### src/design/keypad_setpoint_speed_controller_defines.svh
// assertion macros for the keypad setpoint speed controller
`ifndef KEYPAD_SETPOINT_SPEED_CONTROLLER_DEFINES_SVH
`define KEYPAD_SETPOINT_SPEED_CONTROLLER_DEFINES_SVH

// same-cycle implication, checked on clk and held off during rst
`define KSPC_ASSERT_IMPL(name, ante, cons) \
  name: assert property (@(posedge clk) disable iff (rst) (ante) |-> (cons)) \
    else $error("keypad controller check failed");

// next-cycle implication, checked on clk and held off during rst
`define KSPC_ASSERT_NEXT(name, ante, cons) \
  name: assert property (@(posedge clk) disable iff (rst) (ante) |=> (cons)) \
    else $error("keypad controller check failed");

`endif

### src/design/ksc_pkg.sv
// types, constants and helper functions of the keypad setpoint speed controller
package ksc_pkg;

  localparam int KEY_W      = 4;
  localparam int PULSE_W    = 16;
  localparam int SPEED_W    = 16;
  localparam int SP_W       = 14;
  localparam int DUTY_W     = 8;
  localparam int MODE_W     = 2;
  localparam int DCNT_W     = 3;
  localparam int DB_W       = 10;
  localparam int CFG_IDX_W  = 1;
  localparam int CFG_DATA_W = 14;
  localparam int SAT_CNT_W  = 14;
  localparam int SCALED_W   = 18;
  localparam int RECIP_W    = 19;
  localparam int RECIP_SH   = 20;

  localparam logic [MODE_W-1:0] MODE_IDLE  = 2'd0;
  localparam logic [MODE_W-1:0] MODE_ENTRY = 2'd1;
  localparam logic [MODE_W-1:0] MODE_RUN   = 2'd3;

  localparam logic OP_KEY     = 1'b0;
  localparam logic OP_MEASURE = 1'b1;

  localparam logic [KEY_W-1:0] KEY_CLEAR  = 4'd12;
  localparam logic [KEY_W-1:0] KEY_COMMIT = 4'd14;
  localparam logic [KEY_W-1:0] KEY_UP100  = 4'd3;
  localparam logic [KEY_W-1:0] KEY_UP10   = 4'd7;
  localparam logic [KEY_W-1:0] KEY_DN10   = 4'd11;
  localparam logic [KEY_W-1:0] KEY_DN100  = 4'd15;

  localparam logic [CFG_IDX_W-1:0] CFG_DEADBAND = 1'b0;
  localparam logic [CFG_IDX_W-1:0] CFG_LIMIT    = 1'b1;

  localparam logic [DB_W-1:0] DEADBAND_RST = 10'd20;
  localparam logic [SP_W-1:0] LIMIT_RST    = 14'd9999;
  localparam logic [SP_W-1:0] SP_MAX       = 14'd9999;

  localparam logic [SP_W-1:0] BAND_1 = 14'd2500;
  localparam logic [SP_W-1:0] BAND_2 = 14'd5000;
  localparam logic [SP_W-1:0] BAND_3 = 14'd7500;

  localparam logic [DUTY_W-1:0] DUTY_BAND_0 = 8'd32;
  localparam logic [DUTY_W-1:0] DUTY_BAND_1 = 8'd64;
  localparam logic [DUTY_W-1:0] DUTY_BAND_2 = 8'd128;
  localparam logic [DUTY_W-1:0] DUTY_BAND_3 = 8'd192;
  localparam logic [DUTY_W-1:0] DUTY_MAX    = 8'd255;

  // counts at or above this give more than 65535 rpm
  localparam logic [SAT_CNT_W-1:0] SAT_COUNT = 14'd9831;
  // ceil(2^20 / 3), exact division by 3 for values below 2^19
  localparam logic [RECIP_W-1:0] RECIP_3 = 19'd349526;

  typedef struct packed {
    logic             valid;
    logic [KEY_W-1:0] value;
  } digit_t;

  localparam digit_t KEY_DIGIT [16] = '{
    '{1'b1, 4'd1}, '{1'b1, 4'd2}, '{1'b1, 4'd3}, '{1'b0, 4'd0},
    '{1'b1, 4'd4}, '{1'b1, 4'd5}, '{1'b1, 4'd6}, '{1'b0, 4'd0},
    '{1'b1, 4'd7}, '{1'b1, 4'd8}, '{1'b1, 4'd9}, '{1'b0, 4'd0},
    '{1'b0, 4'd0}, '{1'b1, 4'd0}, '{1'b0, 4'd0}, '{1'b0, 4'd0}
  };

  function automatic logic [DUTY_W-1:0] band_duty(input logic [SP_W-1:0] sp);
    logic [DUTY_W-1:0] d;
    if (sp < BAND_1) begin
      d = DUTY_BAND_0;
    end else if (sp < BAND_2) begin
      d = DUTY_BAND_1;
    end else if (sp < BAND_3) begin
      d = DUTY_BAND_2;
    end else begin
      d = DUTY_BAND_3;
    end
    return d;
  endfunction

  function automatic logic signed [SP_W+1:0] step_delta(input logic [KEY_W-1:0] key);
    logic signed [SP_W+1:0] d;
    unique case (key)
      KEY_UP100: d = 16'sd100;
      KEY_UP10:  d = 16'sd10;
      KEY_DN10:  d = -16'sd10;
      default:   d = -16'sd100;
    endcase
    return d;
  endfunction

endpackage

### src/design/ksc_in_if.sv
// event channel: key press or measurement window
interface ksc_in_if;
  import ksc_pkg::*;

  logic               valid;
  logic               ready;
  logic               op;
  logic [KEY_W-1:0]   key_code;
  logic [PULSE_W-1:0] pulse_count;

  modport source (output valid, output op, output key_code, output pulse_count,
                  input ready);
  modport sink   (input valid, input op, input key_code, input pulse_count,
                  output ready);
endinterface

### src/design/ksc_out_if.sv
// result channel: duty, setpoint, speed and entry status
interface ksc_out_if;
  import ksc_pkg::*;

  logic               valid;
  logic               ready;
  logic [DUTY_W-1:0]  duty;
  logic [SP_W-1:0]    setpoint;
  logic [SPEED_W-1:0] measured_speed;
  logic [MODE_W-1:0]  mode;
  logic [DCNT_W-1:0]  digits_entered;

  modport source (output valid, output duty, output setpoint, output measured_speed,
                  output mode, output digits_entered, input ready);
  modport sink   (input valid, input duty, input setpoint, input measured_speed,
                  input mode, input digits_entered, output ready);
endinterface

### src/design/keypad_setpoint_speed_controller.sv
// top level of the keypad setpoint speed controller
// a result is registered in the state registers once its event has passed through the event register
// throughput: one event per cycle while the result side is not stalled; the event register feeds the state update
// rate is set by the registered state update that every event passes through
// reset (synchronous, rst high): idle mode, setpoint 0, duty 0, speed 0,
// deadband 20, setpoint limit 9999, no events held
`include "keypad_setpoint_speed_controller_defines.svh"

module keypad_setpoint_speed_controller import ksc_pkg::*; #(
  parameter int MAX_DIGITS  = 4,
  parameter int COUNT_WIDTH = 16
) (
  input  logic                  clk,
  input  logic                  rst,
  ksc_in_if.sink                cmd,
  ksc_out_if.source             status,
  input  logic                  cfg_we,
  input  logic [CFG_IDX_W-1:0]  cfg_index,
  input  logic [CFG_DATA_W-1:0] cfg_data
);

  logic [DB_W-1:0]    deadband;
  logic [SP_W-1:0]    setpoint_limit;

  logic               ev_valid;
  logic               ev_op;
  logic [KEY_W-1:0]   ev_key;
  logic [SPEED_W-1:0] ev_speed;
  logic [SPEED_W-1:0] speed_calc;

  logic               out_valid;
  logic [MODE_W-1:0]  mode_reg;
  logic [SP_W-1:0]    setpoint_reg;
  logic [DCNT_W-1:0]  digit_count;
  logic [SP_W-1:0]    place_value;
  logic [SP_W-1:0]    entry;
  logic [DUTY_W-1:0]  duty_reg;
  logic [SPEED_W-1:0] speed_reg;

  logic [MODE_W-1:0]  mode_next;
  logic [SP_W-1:0]    setpoint_next;
  logic [DCNT_W-1:0]  digit_count_next;
  logic [SP_W-1:0]    place_value_next;
  logic [SP_W-1:0]    entry_next;
  logic [DUTY_W-1:0]  duty_next;

  logic               advance;
  logic               proc;

  digit_t                 dig;
  logic [SP_W-1:0]        lim;
  logic [SP_W-1:0]        sp_base;
  logic [SP_W-1:0]        entry_base;
  logic [SP_W-1:0]        commit_val;
  logic [SP_W+3:0]        acc_sum;
  logic [SP_W+3:0]        entry_sum;
  logic [SP_W+3:0]        place_mul;
  logic signed [SP_W+1:0] target;
  logic [SP_W-1:0]        clamped;
  logic [SPEED_W-1:0]     err;
  logic                   sp_above;

  // handshake: the state registers double as the result register
  assign advance   = !out_valid || status.ready;
  assign proc      = ev_valid && advance;
  assign cmd.ready = !ev_valid || advance;

  ksc_speed #(
    .COUNT_WIDTH (COUNT_WIDTH)
  ) u_speed (
    .pulse_count (cmd.pulse_count),
    .speed       (speed_calc)
  );

  always_ff @(posedge clk) begin
    if (rst) begin
      deadband       <= DEADBAND_RST;
      setpoint_limit <= LIMIT_RST;
    end else if (cfg_we) begin
      unique case (cfg_index)
        CFG_DEADBAND: deadband       <= cfg_data[DB_W-1:0];
        CFG_LIMIT:    setpoint_limit <= cfg_data;
      endcase
    end
  end

  always_ff @(posedge clk) begin
    if (rst) begin
      ev_valid <= 1'b0;
    end else if (cmd.ready) begin
      ev_valid <= cmd.valid;
    end
  end

  always_ff @(posedge clk) begin
    if (cmd.valid && cmd.ready) begin
      ev_op    <= cmd.op;
      ev_key   <= cmd.key_code;
      ev_speed <= speed_calc;
    end
  end

  always_comb begin
    dig        = KEY_DIGIT[ev_key];
    lim        = (setpoint_limit > SP_MAX) ? SP_MAX : setpoint_limit;
    sp_base    = (mode_reg == MODE_RUN) ? '0 : setpoint_reg;
    entry_base = (mode_reg == MODE_RUN) ? '0 : entry;
    acc_sum    = (SP_W+4)'(sp_base) + (SP_W+4)'(place_value) * (SP_W+4)'(dig.value);
    entry_sum  = (SP_W+4)'(entry_base) * (SP_W+4)'(10) + (SP_W+4)'(dig.value);
    place_mul  = (SP_W+4)'(place_value) * (SP_W+4)'(10);
    commit_val = (digit_count != '0) ? entry : setpoint_reg;

    if (ev_key == KEY_COMMIT) begin
      target = signed'({2'b00, commit_val});
    end else begin
      target = signed'({2'b00, setpoint_reg}) + step_delta(ev_key);
    end

    if (target <= 0) begin
      clamped = '0;
    end else if (target[SP_W:0] >= {1'b0, lim}) begin
      clamped = lim;
    end else begin
      clamped = target[SP_W-1:0];
    end

    sp_above = SPEED_W'(setpoint_reg) > ev_speed;
    err      = sp_above ? SPEED_W'(setpoint_reg) - ev_speed
                        : ev_speed - SPEED_W'(setpoint_reg);

    mode_next        = mode_reg;
    setpoint_next    = setpoint_reg;
    digit_count_next = digit_count;
    place_value_next = place_value;
    entry_next       = entry;
    duty_next        = duty_reg;

    if (ev_op == OP_MEASURE) begin
      if (mode_reg == MODE_RUN && err >= SPEED_W'(deadband)) begin
        if (sp_above) begin
          if (duty_reg != DUTY_MAX) duty_next = duty_reg + 1'b1;
        end else begin
          if (duty_reg != '0) duty_next = duty_reg - 1'b1;
        end
      end
    end else if (ev_key == KEY_CLEAR) begin
      mode_next        = MODE_IDLE;
      setpoint_next    = '0;
      digit_count_next = '0;
      place_value_next = SP_W'(1);
      entry_next       = '0;
    end else if (dig.valid) begin
      // a zero digit only counts once an entry has begun
      if (dig.value != '0 || mode_reg == MODE_ENTRY) begin
        mode_next     = MODE_ENTRY;
        setpoint_next = sp_base;
        entry_next    = entry_base;
        if (digit_count < DCNT_W'(MAX_DIGITS)) begin
          digit_count_next = digit_count + 1'b1;
          setpoint_next    = acc_sum[SP_W-1:0];
          entry_next       = entry_sum[SP_W-1:0];
          place_value_next = place_mul[SP_W-1:0];
        end
      end
    end else begin
      // commit or step key: clamp and start running
      mode_next        = MODE_RUN;
      setpoint_next    = clamped;
      digit_count_next = '0;
      place_value_next = SP_W'(1);
      entry_next       = '0;
      duty_next        = band_duty(clamped);
    end
  end

  always_ff @(posedge clk) begin
    if (rst) begin
      out_valid    <= 1'b0;
      mode_reg     <= MODE_IDLE;
      setpoint_reg <= '0;
      digit_count  <= '0;
      place_value  <= SP_W'(1);
      entry        <= '0;
      duty_reg     <= '0;
      speed_reg    <= '0;
    end else begin
      if (advance) begin
        out_valid <= ev_valid;
      end
      if (proc) begin
        mode_reg     <= mode_next;
        setpoint_reg <= setpoint_next;
        digit_count  <= digit_count_next;
        place_value  <= place_value_next;
        entry        <= entry_next;
        duty_reg     <= duty_next;
        if (ev_op == OP_MEASURE) begin
          speed_reg <= ev_speed;
        end
      end
    end
  end

  assign status.valid          = out_valid;
  assign status.duty           = duty_reg;
  assign status.setpoint       = setpoint_reg;
  assign status.measured_speed = speed_reg;
  assign status.mode           = mode_reg;
  assign status.digits_entered = digit_count;

  `KSPC_ASSERT_IMPL(a_digit_limit, 1'b1, digit_count <= DCNT_W'(MAX_DIGITS))
  `KSPC_ASSERT_IMPL(a_run_no_entry, mode_reg == MODE_RUN, digit_count == '0 && entry == '0)
  `KSPC_ASSERT_IMPL(a_run_sp_max, mode_reg == MODE_RUN, setpoint_reg <= SP_MAX)
  `KSPC_ASSERT_NEXT(a_duty_hold, !proc, $stable(duty_reg) && $stable(setpoint_reg))

endmodule

### src/design/ksc_speed.sv
// pulse count to rpm: floor(count * 20 / 3), saturated at 65535
module ksc_speed import ksc_pkg::*; #(
  parameter int COUNT_WIDTH = 16
) (
  input  logic [PULSE_W-1:0] pulse_count,
  output logic [SPEED_W-1:0] speed
);

  localparam int EFF_W = (COUNT_WIDTH < PULSE_W) ? COUNT_WIDTH : PULSE_W;
  localparam int EXT_W = (EFF_W > SAT_CNT_W) ? EFF_W : SAT_CNT_W;

  logic [EXT_W-1:0]            cnt;
  logic                        sat;
  logic [SAT_CNT_W-1:0]        base;
  logic [SCALED_W-1:0]         scaled;
  logic [SCALED_W+RECIP_W-1:0] prod;

  assign cnt    = EXT_W'(pulse_count[EFF_W-1:0]);
  assign sat    = cnt >= EXT_W'(SAT_COUNT);
  assign base   = sat ? '0 : cnt[SAT_CNT_W-1:0];
  // 20x as 16x + 4x
  assign scaled = {base, 4'b0000} + {2'b00, base, 2'b00};
  assign prod   = (SCALED_W+RECIP_W)'(scaled) * (SCALED_W+RECIP_W)'(RECIP_3);
  assign speed  = sat ? '1 : prod[RECIP_SH+SPEED_W-1:RECIP_SH];

endmodule

### src/flat_wrapper.sv
// flat-port wrapper written by rule: the top's interface ports become plain ports
module keypad_setpoint_speed_controller_flat import ksc_pkg::*;
#(
  parameter int MAX_DIGITS  = 4,
  parameter int COUNT_WIDTH = 16
)
  (clk, rst, cfg_we, cfg_index, cfg_data, cmd_valid, cmd_op, cmd_key_code, cmd_pulse_count, cmd_ready, status_valid, status_duty, status_setpoint, status_measured_speed, status_mode, status_digits_entered, status_ready);
  ksc_in_if cmd_i ();
  ksc_out_if status_i ();
  input  logic clk;
  input  logic rst;
  input  logic cfg_we;
  input  logic [CFG_IDX_W-1:0] cfg_index;
  input  logic [CFG_DATA_W-1:0] cfg_data;
  input wire logic [$bits(cmd_i.valid)-1:0] cmd_valid;
  input wire logic [$bits(cmd_i.op)-1:0] cmd_op;
  input wire logic [$bits(cmd_i.key_code)-1:0] cmd_key_code;
  input wire logic [$bits(cmd_i.pulse_count)-1:0] cmd_pulse_count;
  output wire logic [$bits(cmd_i.ready)-1:0] cmd_ready;
  output wire logic [$bits(status_i.valid)-1:0] status_valid;
  output wire logic [$bits(status_i.duty)-1:0] status_duty;
  output wire logic [$bits(status_i.setpoint)-1:0] status_setpoint;
  output wire logic [$bits(status_i.measured_speed)-1:0] status_measured_speed;
  output wire logic [$bits(status_i.mode)-1:0] status_mode;
  output wire logic [$bits(status_i.digits_entered)-1:0] status_digits_entered;
  input wire logic [$bits(status_i.ready)-1:0] status_ready;
  assign cmd_i.valid = cmd_valid;
  assign cmd_i.op = cmd_op;
  assign cmd_i.key_code = cmd_key_code;
  assign cmd_i.pulse_count = cmd_pulse_count;
  assign cmd_ready = cmd_i.ready;
  assign status_valid = status_i.valid;
  assign status_duty = status_i.duty;
  assign status_setpoint = status_i.setpoint;
  assign status_measured_speed = status_i.measured_speed;
  assign status_mode = status_i.mode;
  assign status_digits_entered = status_i.digits_entered;
  assign status_i.ready = status_ready;
  keypad_setpoint_speed_controller #(.MAX_DIGITS(MAX_DIGITS), .COUNT_WIDTH(COUNT_WIDTH)) u_core (.clk(clk), .rst(rst), .cmd(cmd_i), .status(status_i), .cfg_we(cfg_we), .cfg_index(cfg_index), .cfg_data(cfg_data));
endmodule
### config.mk
export PLATFORM = sky130hd
export DESIGN_NAME = keypad_setpoint_speed_controller_flat
export DESIGN_NICKNAME = d
export VERILOG_FILES = /design/src/design/ksc_pkg.sv /design/src/design/ksc_in_if.sv /design/src/design/ksc_out_if.sv /design/src/design/keypad_setpoint_speed_controller.sv /design/src/design/ksc_speed.sv /design/src/flat_wrapper.sv
export VERILOG_INCLUDE_DIRS = /design/src /design/src/design
export SDC_FILE = /design/constraint.sdc
export NUM_CORES = 1
export LEC_CHECK = 0
export ABC_AREA = 1
export BUFFER_PORTS_ARGS = -buffer_cell sky130_fd_sc_hd__buf_2
export CAP_MARGIN = 15
export CORE_MARGIN = 8
export CORE_UTILIZATION = 35
export CTS_CLUSTER_SIZE = 30
export DETAILED_ROUTE_END_ITERATION = 7
export HOLD_SLACK_MARGIN = 0.03
export SYNTH_ARGS = -nofsm -noshare
export SYNTH_HDL_FRONTEND = slang
export SYNTH_SLANG_ARGS = --single-unit
### constraint.sdc
create_clock -name clk -period 11.76 [get_ports clk]
set_input_delay 2.352 -clock clk [delete_from_list [all_inputs] [get_ports clk]]
set_output_delay 2.352 -clock clk [all_outputs]
set_load 0.02 [all_outputs]
Yosys cells after proc, flatten, opt, wreduce, memory -nomap -nowiden
Memories as Yosys holds them, arrays and structs flattened.
Cells that the tools add are included.
- memories kept: 1
- bits in read-only memories: 80
- word-level logic and storage cells: 116
- register bits after elaboration: 118
- output and inout bits: 45
- input bits: 41
- bits in latches: 0
- bits in writable memories: 0
- memories (name ; words ; width ; read ports ; clocked after Yosys merged registers in ; write ports ; RTL line ; RTL):
    (no name shown) ; 16 ; 5 ; 1 ; 0 ; 0 ; keypad_setpoint_speed_controller.sv:104 ; dig = KEY_DIGIT[ev_key];
- add/sub/neg operators: 9
- bitwise logic cells: 3
- shift operators: 0
- multipliers: 4
- muxes and demuxes: 42
- equal/unequal tests: 15
- div/mod/pow operators: 0
- reductions and logical operators: 17
- order comparisons: 11
- operators with widths (operator ; count):
    two-way mux 14 bit ; 19
    two-way mux 8 bit ; 9
    two-way mux 16 bit ; 3
    case mux 16 bit (3 select lines) ; 1
    multiplier 18 x 18 -> 35 bit, second input constant ; 1
    < comparator 14 x 13 -> 1 bit, second input constant ; 2
    multiplier 14 x 3 -> 13 bit, second input constant ; 2
    adder 18 x 16 -> 18 bit ; 1
    adder 15 x 16 -> 16 bit ; 1
    >= comparator 16 x 10 -> 1 bit ; 1
    >= comparator 16 x 14 -> 1 bit, second input constant ; 1
    greater-than comparator 14 x 16 -> 1 bit ; 1
    <= comparator 16 x 1 -> 1 bit, second input constant ; 1
    subtractor 14 x 16 -> 16 bit ; 1
    subtractor 16 x 14 -> 16 bit ; 1
    >= comparator 15 x 14 -> 1 bit ; 1
    adder 14 bit ; 1
    adder 14 x 4 -> 14 bit ; 1
    greater-than comparator 14 bit, second input constant ; 1
    < comparator 14 x 12 -> 1 bit, second input constant ; 1
    multiplier 14 x 4 -> 14 bit ; 1
    == test 4 bit, second input constant ; 3
    two-way mux 3 bit ; 4
    != test 3 bit, second input constant ; 4
    other kinds (27) ; 39

Depth between registers and ports, before layout
- depth after elaboration: 15
- gate-level depth with buffers: 45
- depth with buffers taken out: 45

By module
Synthesis repeated with hierarchy kept, for this count alone.
- cells, all modules: 2516
- area total of the unflattened synthesis: 17925.9 µm²
- by module, submodules not included (module ; cells an instance ; times used ; area an instance (µm²) ; seq. area each (µm²)):
    keypad_setpoint_speed_controller ; 1657 ; 1 ; 11421.0 ; 2572.5
    ksc_speed ; 859 ; 1 ; 6505.0 ; 0.0

Least setup slack after synthesis
Ideal clock, no wire load.
- path kind: in2reg
- start point: input port cmd_pulse_count[9]
- end point: register u_core.ev_speed[4], data pin
- cell stages on the path: 38
- path buffers: 2
- setup time: 262 ps
- required time: 11498 ps
- arrival time: 9395 ps
- path slack: 2103 ps
- cells stage by stage: inv_1 > o31ai_1 > a21oi_1 > nand2_2 > clkbuf_1 > clkbuf_1 > nor2_1 > ha_1 > ha_1 > inv_1 > nand2_1 > nand3_1 > nand2_1 > nand2_1 > nand2_1 > a21boi_1 > o21ai_0 > or2_0 > [2 not listed] > ha_1 > inv_1 > fa_1 > inv_1 > fa_1 > fa_1 > inv_1 > fa_1 > inv_1 > ha_1 > nand2_1 > nor2_1 > nand4_1 > o21ai_0 > a31oi_1 > o21ai_0 > xor2_1 > or2_2
- word-level cells in the longest chain between the ends: 4
- ends and longest elaborated chain (item ; RTL line ; RTL):
    from (decl) ; flat_wrapper.sv:18 ; input wire logic [$bits(cmd_i.pulse_count)-1:0] cmd_pulse_count;
    >= comparator 16 x 14 -> 1 bit ; ksc_speed.sv:19 ; assign sat = cnt >= EXT_W'(SAT_COUNT);
    two-way mux 14 bit ; ksc_speed.sv:20 ; assign base = sat ? '0 : cnt[SAT_CNT_W-1:0];
    adder 18 x 16 -> 18 bit ; ksc_speed.sv:22 ; assign scaled = {base, 4'b0000} + {2'b00, base, 2'b00};
    multiplier 18 x 18 -> 35 bit ; ksc_speed.sv:23 ; assign prod = (SCALED_W+RECIP_W)'(scaled) * (SCALED_W+RECIP_W)'(RECIP_3);
    to (signal assigned) ; keypad_setpoint_speed_controller.sv:99 ; ev_speed <= speed_calc;
    to (decl) ; keypad_setpoint_speed_controller.sv:28 ; logic [SPEED_W-1:0] ev_speed;
Parallel ways exist; a longest one is shown, timed or not.
A chain may end at the register's enable or synchronous reset.

Final worst setup path
- start point: input port cmd_pulse_count[15]
- end point: register u_core.ev_speed[8], data pin
- word-level cells in the longest chain between the ends: 4
- ends and longest elaborated chain (item ; RTL line):
    >= comparator 16 x 14 -> 1 bit (*) ; ksc_speed.sv:19
    two-way mux 14 bit ; ksc_speed.sv:20
    adder 18 x 16 -> 18 bit ; ksc_speed.sv:22
    multiplier 18 x 18 -> 35 bit ; ksc_speed.sv:23
Mark *: on every way between the ends. The rest lies on a longest branch, timed or not.

==> results.cfg <==
[run_status]
status = completed

[sta]
tns_ps = 0
finalSetupViolCount = 0
setup_ws_ps = 1850
fin_worst_skew_ps = 17.0
fmax_mhz = 101
drv_slew = 0
maxSlewHeadroom_pct = 27.8
worstMarginPinSlew_ps = 1080
rsz0062_at_grt = no
hold_viol_final = 0
period_share_pct = 84.2
layout_min_cycle_time_ps = 9910

[setup_path]
r2r_slack_ps = 6060
slowest_delay_ps = 540
slowest_stage = fa_1
worst_path_most_repeated_cell = nand2_1
arrival_ps = 10070
path_class = input port to flip-flop
end_kind = flip-flop
cp.required_ps = 11930
path_max_fanout = 8
critPathLaunchType = input port

[pwr]
ir_drop_uv = 109
total_power_mw = 2.31
p_per_area_nw_per_um2 = 116
power_leakage_nw = 10.6

[drt]
first_pass_iters = 5
first_iter_violations = 1034
drt-vias-per-instance = 5.07
num_vias = 17000
route.detailed.drc = 0
wl_per_cell_um = 16.3
wl_um = 54600
ant_nets = 0

[global_routing]
antenna_found_initial = 3
grt_max_degree = 54
grt_pass1_wl_um = 88400
grt_overflow = 0
grt_pass1_vias = 16900
track_usage_pct = 18.2

[cells_and_area]
final_cell_mix = 561 x inv_1, 498 x nand2_1, 287 x ha_1
fin_util_pct = 38.7
n_fill_cell = 5384
design_area_um2 = 19900
final_net_count = 3119
layout_commonest_cell = inv_1
drive_above_1_share_pct = 6.25
area_delta_synth_final_pct = 9.00
n_antenna_cell = 0

[cts]
clk_pin_slew_ps = 60
cts_max_path_buffers = 2
cts.sinks = 118
cts_setup_buffers = 0
cts_root_buffer = clkbuf_16
cts_tree = done
cts_resized = 0
clock_latency_ps = 440
cts_made_buffers = 17
cts_max_level = 4
cts-hold-fix-buffers = 0

[placed_design]
gp_congestion = 0.943
pre_cts_slack_ps = 1400
placement.io_buffers = 85
placed_cell_area_um2 = 19300
dpl.hpwl_um = 46200

[synth]
async_flop_share_pct = 0
yosys_warnings = 0
syn-cell-area_um2 = 18300
syn_nets = 3060
synth_cell_types = 57
synthCells = 2599
seq_area_frac_synth_pct = 14.1
synth-seq-cells = 118
ys.flop_type = dfxtp_1
syn_avg_cell_area_um2 = 7.03
synth-edff-count = 21

[die]
initial_core_util_pct = 35.5
rows = 83
core_um2 = 51400
die_w_um = 244
dieArea_um2 = 59700
io_pins = 86
dieHeight_um = 244

[min_path]
hold_path.class = flip-flop to flip-flop

[flow_run]
drv_cap = 0
==> synthesized netlist by cell type, types with 15 or more instances <==
cell,number,share of area [%]
xnor2_1,23,1.1
ha_1,287,20
nand3_1,125,3.4
xor2_1,39,1.9
dfxtp_1,97,11
a21oi_1,208,5.7
inv_1,561,12
clkbuf_1,33,0.68
o21ai_0,126,3.5
fa_1,133,15
nor2_1,198,4.1
edfxtp_1,21,3.5
nand2_1,498,10
nand4_1,33,1.1
a31oi_1,15,0.51
nor3_1,24,0.66
o211ai_1,22,0.90
==> path summary, 6_finish.rpt <==
check / start / end / cells after the start
setup / recovery: cmd_pulse_count[15] / u_core.ev_speed[8]$_SDFFCE_PP1P_ / 42
hold / removal: u_core.status.measured_speed[15]$_SDFFE_PP0P_ / u_core.status.measured_speed[15]$_SDFFE_PP0P_ / 2
setup reg to reg: u_core.ev_key[0]$_DFFE_PP_ / u_core.status.setpoint[12]$_SDFFE_PP0P_ / 25
hold reg to reg: u_core.status.measured_speed[15]$_SDFFE_PP0P_ / u_core.status.measured_speed[15]$_SDFFE_PP0P_ / 2
==> worst max-delay path, delay by kind of cell <==
| kind | cells | cell delay (ps) |
|---|---|---|
| compound gates | 9 | 1820 |
| fa+ha+maj | 8 | 3170 |
| simple gates | 17 | 2280 |
| buf+inv | 8 | 450 |
==> per-stage QoR <==
step           hold slack (ps)  instances
2_1_floorplan              435       2599
3_3_place_gp               436       3318
3_5_place_dp               435       3318
4_1_cts                    450       3349
5_1_grt                    462       3350
6_report                   446       3350
==> cell type report <==
class | instances | area (um^2) | area share, %
multi-input combinational | 1861 | 13300 | 66.9
sequential | 118 | 2570 | 12.9
inverter | 571 | 2140 | 10.8
tap | 680 | 851 | 4.27
clock buffer | 22 | 464 | 2.33
timing repair buffer | 89 | 463 | 2.33
clock inverter | 9 | 101 | 0.509
==> per-layer routing <==
| layer | track usage, % | up-vias | share of wire (%) |
|---|---|---|---|
| li1 | - | 8458 | - |
| met3 | 2.37 | 82 | 5.2 |
| met4 | 6.40 | 2 | 2.9 |
| met2 | 30.6 | 440 | 46 |
| met5 | 0 | - | 0.024 |
| met1 | 23.8 | 7987 | 46 |
==> kinds of logic after synthesis <==
| family | count (synthesis) | synth area share [%] |
|---|---|---|
| AO/OA/AOI/OAI | 448 | 13.8 |
| XOR/XNOR | 62 | 2.97 |
| adder cells (fa/ha/maj) | 420 | 34.2 |
| buffers and inverters | 620 | 13.1 |
| AND/OR/NAND/NOR | 930 | 21.8 |
| multiplexers | 1 | 0.0548 |
| flip-flops | 118 | 14.1 |
==> power breakdown <==
part           leakage, nW  switching [mW]  internal (mW)  total, mW
registers            0.973          0.0314          0.442      0.473
clock network        0.276           0.200          0.320      0.520
logic                 9.39           0.852          0.466       1.32
total                 10.6            1.08           1.23       2.31
No activity file was read; power rests on OpenSTA's default activity.
